[config.mk]
export PLATFORM = sky130hd
export DESIGN_NAME = hv_wiper_secant_regulator
export DESIGN_NICKNAME = d
export VERILOG_FILES = /design/src/hw/rtl/hvws_pkg.sv /design/src/hw/rtl/hv_wiper_secant_regulator.sv
export SDC_FILE = /design/constraint.sdc
export NUM_CORES = 2
export LEC_CHECK = 0
export BUFFER_PORTS_ARGS = -buffer_cell sky130_fd_sc_hd__buf_4
export CORE_ASPECT_RATIO = 1.2
export CORE_MARGIN = 8
export CORE_UTILIZATION = 70
export CTS_BUF_LIST = sky130_fd_sc_hd__clkbuf_8
export CTS_CLUSTER_DIAMETER = 120
export DETAILED_ROUTE_END_ITERATION = 10
export PLACE_DENSITY = 0.89
export SLEW_MARGIN = 0
export SYNTH_ARGS = -nofsm -noshare
export SYNTH_HDL_FRONTEND = slang
export SYNTH_SLANG_ARGS = --single-unit
[constraint.sdc]
create_clock -name clk -period 14.9 [get_ports clk]
set_input_delay 2.98 -clock clk [delete_from_list [all_inputs] [get_ports clk]]
set_output_delay 2.98 -clock clk [all_outputs]
set_load 0.05 [all_outputs]
[src/hw/rtl/hvws_pkg.sv]
// ----------------------------------------------------------------------------
// hvws_pkg
// Types, constants and helpers shared by the high-voltage wiper regulator.
// ----------------------------------------------------------------------------
package hvws_pkg;

	localparam int CHANNELS  = 4;
	localparam int WIPER_MAX = 1023;
	localparam int INIT_WIPER = (WIPER_MAX < 1000) ? WIPER_MAX : 1000;

	localparam int CH_W    = 2;
	localparam int V_W     = 20;
	localparam int BAND_W  = 16;
	localparam int WIPER_W = $clog2(WIPER_MAX + 1);
	localparam int PROD_W  = WIPER_W + V_W;
	localparam int WIDE_W  = PROD_W + 2;
	localparam int CNT_W   = $clog2(PROD_W);
	localparam int ADDR_W  = 4;
	localparam int DATA_W  = 32;

	localparam logic signed [WIDE_W-1:0] WMAX_WIDE = WIDE_W'(WIPER_MAX);

	typedef enum logic [1:0] {
		REG_TARGET = 2'd0,
		REG_FINE   = 2'd1,
		REG_COARSE = 2'd2,
		REG_DEAD   = 2'd3
	} reg_idx_t;

	typedef enum logic {
		ACT_PRIME    = 1'b0,
		ACT_REGULATE = 1'b1
	} action_t;

	typedef struct packed {
		logic               action;
		logic [CH_W-1:0]    channel;
		logic [V_W-1:0]     measured_voltage;
	} in_beat_t;

	typedef struct packed {
		logic [CH_W-1:0]    out_channel;
		logic [WIPER_W-1:0] wiper_value;
	} out_beat_t;

	function automatic logic [WIPER_W-1:0] clamp_wiper(input logic signed [WIDE_W-1:0] w);
		logic [WIPER_W-1:0] r;
		if (w < 0) begin
			r = '0;
		end else if (w > WMAX_WIDE) begin
			r = WIPER_W'(WIPER_MAX);
		end else begin
			r = w[WIPER_W-1:0];
		end
		return r;
	endfunction

endpackage

[src/hw/rtl/hv_wiper_secant_regulator.sv]
// ----------------------------------------------------------------------------
// hv_wiper_secant_regulator
// Per-channel wiper regulator: fixed steps near target, else secant/saturation.
// ----------------------------------------------------------------------------
// A prime beat runs CALC, DONE; a regulate beat near target or with no
// voltage change runs CALC, MUL, DONE; a secant step adds the 30-step
// divider (one quotient bit per cycle) before DONE. The next beat can be
// taken after the result loads; req_stall is high while busy or result waits.
// A finished result waits in the output register while the next beat runs.
// Reset restores register defaults and all channel wiper/voltage history.
module hv_wiper_secant_regulator (
	input  logic                           clk,
	input  logic                           arst_n,
	input  logic                           req_valid,
	output logic                           req_stall,
	input  hvws_pkg::in_beat_t             req,
	output logic                           rsp_valid,
	input  logic                           rsp_stall,
	output hvws_pkg::out_beat_t            rsp,
	input  logic                           psel,
	input  logic                           penable,
	input  logic                           pwrite,
	input  logic [hvws_pkg::ADDR_W-1:0]    paddr,
	input  logic [hvws_pkg::DATA_W-1:0]    pwdata,
	output logic [hvws_pkg::DATA_W-1:0]    prdata,
	output logic                           pready
);

	localparam int CH  = hvws_pkg::CHANNELS;
	localparam int CW  = hvws_pkg::CH_W;
	localparam int VW  = hvws_pkg::V_W;
	localparam int BW  = hvws_pkg::BAND_W;
	localparam int WW  = hvws_pkg::WIPER_W;
	localparam int PW  = hvws_pkg::PROD_W;
	localparam int XW  = hvws_pkg::WIDE_W;
	localparam int NW  = hvws_pkg::CNT_W;

	typedef enum logic [4:0] {
		S_IDLE = 5'b00001,
		S_CALC = 5'b00010,
		S_MUL  = 5'b00100,
		S_DIV  = 5'b01000,
		S_DONE = 5'b10000
	} state_t;

	state_t state_q;

	logic [VW-1:0] target_q;
	logic [BW-1:0] fine_q, coarse_q, dead_q;

	logic [VW-1:0] prev_v_q [CH];
	logic [WW-1:0] prev_w_q [CH];
	logic [WW-1:0] cur_w_q  [CH];

	logic          act_q;
	logic [CW-1:0] ch_q;
	logic [VW-1:0] meas_q;

	logic [VW-1:0] ae_q, vmag_q;
	logic [WW-1:0] dmag_q, cur_q, w_q;
	logic          e_neg_q, d_neg_q, v_neg_q, neg_q, fix_q;
	logic [VW-1:0] rem_q;
	logic [PW-1:0] quo_q;
	logic [NW-1:0] cnt_q;

	logic          out_valid_q;
	hvws_pkg::out_beat_t out_q;

	logic          req_acc, cfg_wr, out_free;
	logic          ch_ok;

	// calc stage operands
	logic [VW-1:0] c_prev_v;
	logic [WW-1:0] c_prev_w, c_cur;
	logic          c_e_neg, c_v_neg, c_d_neg;
	logic [VW-1:0] c_ae, c_vmag;
	logic [WW-1:0] c_dmag;

	// mul stage
	logic [PW-1:0]          prod;
	logic signed [XW-1:0]   cur_wide, step_wide, fine_w;

	// divider step
	logic [VW:0]   rem_sh;
	logic [VW+1:0] diff;
	logic          qbit;

	// fix stage
	logic signed [XW-1:0]   q_wide, sec_w;

	assign pready   = 1'b1;
	assign cfg_wr   = psel && penable && pwrite;
	assign req_stall = (state_q != S_IDLE);
	assign req_acc  = req_valid && !req_stall;
	assign ch_ok    = (int'(req.channel) < CH);
	assign out_free = !out_valid_q || !rsp_stall;
	assign rsp_valid = out_valid_q;
	assign rsp       = out_q;

	always_comb begin
		case (hvws_pkg::reg_idx_t'(paddr[3:2]))
			hvws_pkg::REG_TARGET: prdata = hvws_pkg::DATA_W'(target_q);
			hvws_pkg::REG_FINE:   prdata = hvws_pkg::DATA_W'(fine_q);
			hvws_pkg::REG_COARSE: prdata = hvws_pkg::DATA_W'(coarse_q);
			hvws_pkg::REG_DEAD:   prdata = hvws_pkg::DATA_W'(dead_q);
			default:              prdata = '0;
		endcase
	end

	always_ff @(posedge clk or negedge arst_n) begin
		if (!arst_n) begin
			target_q <= VW'(380000);
			fine_q   <= BW'(1000);
			coarse_q <= BW'(150);
			dead_q   <= BW'(60);
		end else if (cfg_wr) begin
			case (hvws_pkg::reg_idx_t'(paddr[3:2]))
				hvws_pkg::REG_TARGET: target_q <= pwdata[VW-1:0];
				hvws_pkg::REG_FINE:   fine_q   <= pwdata[BW-1:0];
				hvws_pkg::REG_COARSE: coarse_q <= pwdata[BW-1:0];
				hvws_pkg::REG_DEAD:   dead_q   <= pwdata[BW-1:0];
				default: ;
			endcase
		end
	end

	// operand magnitudes and signs
	always_comb begin
		c_prev_v = prev_v_q[ch_q];
		c_prev_w = prev_w_q[ch_q];
		c_cur    = cur_w_q[ch_q];
		c_e_neg  = meas_q < target_q;
		c_ae     = c_e_neg ? (target_q - meas_q) : (meas_q - target_q);
		c_v_neg  = c_prev_v < meas_q;
		c_vmag   = c_v_neg ? (meas_q - c_prev_v) : (c_prev_v - meas_q);
		if (c_prev_w == c_cur) begin
			c_d_neg = 1'b0;
			c_dmag  = WW'(1);
		end else begin
			c_d_neg = c_prev_w < c_cur;
			c_dmag  = c_d_neg ? (c_cur - c_prev_w) : (c_prev_w - c_cur);
		end
	end

	always_comb begin
		prod     = PW'(dmag_q) * PW'(ae_q);
		cur_wide = XW'(cur_q);
		if (ae_q > VW'(dead_q)) begin
			step_wide = (ae_q > VW'(coarse_q)) ? XW'(2) : XW'(1);
		end else begin
			step_wide = '0;
		end
		fine_w = e_neg_q ? (cur_wide - step_wide) : (cur_wide + step_wide);
	end

	always_comb begin
		rem_sh = {rem_q, quo_q[PW-1]};
		diff   = {1'b0, rem_sh} - {2'b00, vmag_q};
		qbit   = !diff[VW+1];
	end

	always_comb begin
		q_wide = XW'(quo_q);
		sec_w  = neg_q ? (cur_wide + q_wide) : (cur_wide - q_wide);
	end

	always_ff @(posedge clk or negedge arst_n) begin
		if (!arst_n) begin
			state_q     <= S_IDLE;
			out_valid_q <= 1'b0;
			cnt_q       <= '0;
			for (int i = 0; i < CH; i++) begin
				prev_v_q[i] <= '0;
				prev_w_q[i] <= WW'(hvws_pkg::WIPER_MAX);
				cur_w_q[i]  <= WW'(hvws_pkg::INIT_WIPER);
			end
		end else begin
			if (state_q == S_DONE && out_free) begin
				out_valid_q <= 1'b1;
			end else if (out_valid_q && !rsp_stall) begin
				out_valid_q <= 1'b0;
			end
			case (state_q)
				S_IDLE: begin
					if (req_acc && ch_ok) begin
						state_q <= S_CALC;
					end
				end
				S_CALC: begin
					if (act_q == hvws_pkg::ACT_PRIME) begin
						state_q <= S_DONE;
					end else begin
						state_q <= S_MUL;
					end
				end
				S_MUL: begin
					if (ae_q < VW'(fine_q) || vmag_q == '0) begin
						state_q <= S_DONE;
					end else begin
						cnt_q   <= '0;
						state_q <= S_DIV;
					end
				end
				S_DIV: begin
					cnt_q <= cnt_q + NW'(1);
					if (cnt_q == NW'(PW - 1)) begin
						state_q <= S_DONE;
					end
				end
				S_DONE: begin
					if (out_free) begin
						state_q     <= S_IDLE;
						if (act_q == hvws_pkg::ACT_PRIME) begin
							prev_w_q[ch_q] <= WW'(hvws_pkg::WIPER_MAX);
							cur_w_q[ch_q]  <= WW'(hvws_pkg::INIT_WIPER);
						end else begin
							prev_w_q[ch_q] <= cur_q;
							cur_w_q[ch_q]  <= fix_q ? hvws_pkg::clamp_wiper(sec_w) : w_q;
						end
						prev_v_q[ch_q] <= meas_q;
					end
				end
				default: state_q <= S_IDLE;
			endcase
		end
	end

	// datapath, no reset
	always_ff @(posedge clk) begin
		case (state_q)
			S_IDLE: begin
				if (req_acc) begin
					act_q  <= req.action;
					ch_q   <= req.channel;
					meas_q <= req.measured_voltage;
				end
			end
			S_CALC: begin
				ae_q    <= c_ae;
				e_neg_q <= c_e_neg;
				vmag_q  <= c_vmag;
				v_neg_q <= c_v_neg;
				dmag_q  <= c_dmag;
				d_neg_q <= c_d_neg;
				cur_q   <= c_cur;
				fix_q   <= 1'b0;
				w_q     <= WW'(hvws_pkg::INIT_WIPER);
			end
			S_MUL: begin
				if (ae_q < VW'(fine_q)) begin
					w_q <= hvws_pkg::clamp_wiper(fine_w);
				end else if (vmag_q == '0) begin
					// zero voltage change: step saturates with sign of d*e
					if (ae_q == '0) begin
						w_q <= cur_q;
					end else if (d_neg_q == e_neg_q) begin
						w_q <= '0;
					end else begin
						w_q <= WW'(hvws_pkg::WIPER_MAX);
					end
				end else begin
					rem_q <= '0;
					quo_q <= prod;
					neg_q <= d_neg_q ^ e_neg_q ^ v_neg_q;
					fix_q <= 1'b1;
				end
			end
			S_DIV: begin
				rem_q <= qbit ? diff[VW-1:0] : rem_sh[VW-1:0];
				quo_q <= {quo_q[PW-2:0], qbit};
			end
			S_DONE: begin
				if (out_free) begin
					out_q.out_channel <= ch_q;
					if (act_q == hvws_pkg::ACT_PRIME) begin
						out_q.wiper_value <= WW'(hvws_pkg::INIT_WIPER);
					end else begin
						out_q.wiper_value <= fix_q ? hvws_pkg::clamp_wiper(sec_w) : w_q;
					end
				end
			end
			default: ;
		endcase
	end

endmodule

==> flow_summary.ini <==
[outcome]
status = finished, final reports clean

[synthesis]
ys_warn_count = 0
synth_top_area_cell = edfxtp_1
synth_edf_count = 160
async_flop_share_pct = 59.9
syn_area_per_cell_um2 = 9.44
synth_area_leaders = edfxtp_1 15%, dfrtp_1 12%, ha_1 10%
syn-cell-area_mm2 = 0.0321
synth_top_area_share_pct = 15.0
netlist-cell-type-count = 87
seq_area_frac_synth_pct = 34.0
synthFlopType = edfxtp_1
syn_inst = 3397
yosys_register_bits = 399

[power_and_ir_drop]
p_leak_nw = 15.2
p_per_area_mw_per_mm2 = 268
cellInternalPower_mw = 4.80
p_sw_share_pct = 47.6
p_sw_mw = 4.37
clockPowerShare_pct = 10.5
combPwrFrac_pct = 68.8
power.total_mw = 9.18
irDropWorstVdd_uv = 511
p_seq_share_pct = 20.7

[floorplan]
die_h_um = 250
num_io_pins = 113
die_area_mm2 = 0.0529
dieWidth_um = 211
rows = 86
coreArea_mm2 = 0.0456
initial_core_util_pct = 70.3

[clocking]
cts.sinks = 399
clk_pin_slew_ns = 0.06
clock_path_buffers = 3
postCtsSetupRepairBufs = 0
cts_buffers = 66
clock_latency_ns = 0.67
cts_root_buf = clkbuf_8
cts_hold_buf = 0
post_cts_resized = 0
h-tree-depth = 3
cts_tree = built

[grt]
grt-ovfl-total = 0
grt_max_degree = 105
grt_pass1_vias = 27500
grt_use_total_pct = 32.8
grt_pass1_wl_um = 139000
antenna_found_initial = 3

[detailed_routing]
first_pass_iters = 8
wl_per_cell_um = 21.3
drt_iter0_drc = 2253
via_per_inst = 6.50
drt-total-wl_um = 86400
drc = 0
via_count = 26400
antenna_left = 0

[placement]
placed_cell_area_mm2 = 0.0329
place_inst = 3938
gp_congestion = 0.969
port_buffers = 85
dp_hpwl_um = 63200

[worst_setup_path]
crit_fanout = 24
worstSetupPathType = in2out
r2r_start = dmag_q[3]
startpoint_type = input port
rrSetupSlack_ns = 7.82
r2r-end = quo_q[27]
required_ns = 11.92
critPathCaptureType = output port
arrival_ns = 4.18
r2r_cells = 17

[timing]
hold_violations = 0
rsz0062_at_grt = no
finalSetupTns_ns = 0
maxSlewViolCount = 0
hold_ws_ns = 0.478
period_share_pct = 48.1
tightestPinTransition_ns = 1.23
finalWorstPathRequiredPeriod_ns = 7.16
finalSetupViolCount = 0
fmax_ghz = 0.140
slew_headroom_pct = 17.5
skew_ns = 0.0405

[job]
maxCapViolCount = 0

[hold_path]
min_to = prev_w_q[15]
min_from = prev_w_q[15]
worst_hold_path_type = reg2reg
min_path_cells = 2

[final_layout]
final_cells = 4062
final_cell_mix = 423 x nand2_1, 360 x inv_1, 301 x o21ai_0
drive_gt1_share_pct = 12.5
layout.nets = 3865
layout_commonest_cell = nand2_1
syn2layout_area_growth_pct = 6.81
fill_cells = 3150
fin_area_mm2 = 0.0342
## layer usage
metal  GRT usage [%]  part of all wire [%]
met1            38.1                    36
met4            22.7                   7.1
met3            6.24                   8.2
met2            54.3                    49
met5               0                 0.015
## power by group through the flow
stage / Sequential [mW] / Combinational (mW) / Clock, mW
floorplan: 1.77 / 4.83 / 0
global placement: 1.89 / 5.90 / 0
detailed placement: 1.91 / 6.19 / 0
CTS: 1.89 / 6.25 / 0.977
global route: 1.92 / 7.00 / 1.02
finish: 1.90 / 6.31 / 0.964
## cells in the mapped netlist (78+ instances only)
library cell,number
clkbuf_1,165
and2_1,92
dfstp_2,87
nand2_1,423
inv_1,332
dfrtp_1,152
fa_1,153
a21o_1,78
ha_1,256
a21oi_1,159
o21ai_0,301
edfxtp_1,160
nor2_1,168
## final cells by class
class	instances	area, µm²	share of cell area [%]
clock buffer	73	1000	2.93
antenna	2	5.00	0.0146
clock inverter	49	290	0.848
multi-input combinational	2475	19100	55.9
timing repair buffer	116	878	2.57
tap	616	771	2.25
sequential	399	10900	31.8
inverter	332	1250	3.64
## kinds of logic after synthesis
kind of cell	Yosys count	share of synthesized area [%]
and+or+nand+nor	993	14.6
adders and majority gates	409	19.5
AOI/OAI and AO/OA	833	16.3
other	2	0.0234
buffers and inverters	534	6.52
xor gates and xnor gates	111	3.03
muxes	116	5.98
DFF	399	34.0
## flip-flops by register name, indices dropped and copies added, names as in the netlist, 10 cells and up
signal	flops
cur_q	10
meas_q	20
dmag_q	10
coarse_q	16
target_q	20
rem_q	20
vmag_q	20
w_q	10
quo_q	30
fine_q	16
prev_v_q	80
dead_q	16
cur_w_q	40
prev_w_q	40
ae_q	20
rsp	12
## critical path, cell delays in order
cell and delay, ns:
buf_4 0.36, mux4_2 0.61, buf_4 0.21
## stage by stage
| stage | utilization [%] | setup WS [ns] |
|---|---|---|
| finish | 75.0 | 7.74 |
| CTS | 75.0 | 7.77 |
| floorplan | - | 7.09 |
| detailed placement | 72.2 | 7.77 |
| global route | 75.0 | 7.60 |
| global placement | 72.2 | 7.77 |
## worst max-delay path by stage
stage / from / to / slack [ns]
6_report: paddr[2] / prdata[11] / 7.74
5_1_grt: dmag_q[2] / quo_q[27] / 7.60
4_1_cts: paddr[2] / prdata[11] / 7.77
3_5_place_dp: paddr[2] / prdata[11] / 7.77
3_3_place_gp: paddr[2] / prdata[12] / 7.77
2_1_floorplan: paddr[2] / prdata[16] / 7.09
No activity file was read; power rests on OpenSTA's default activity.
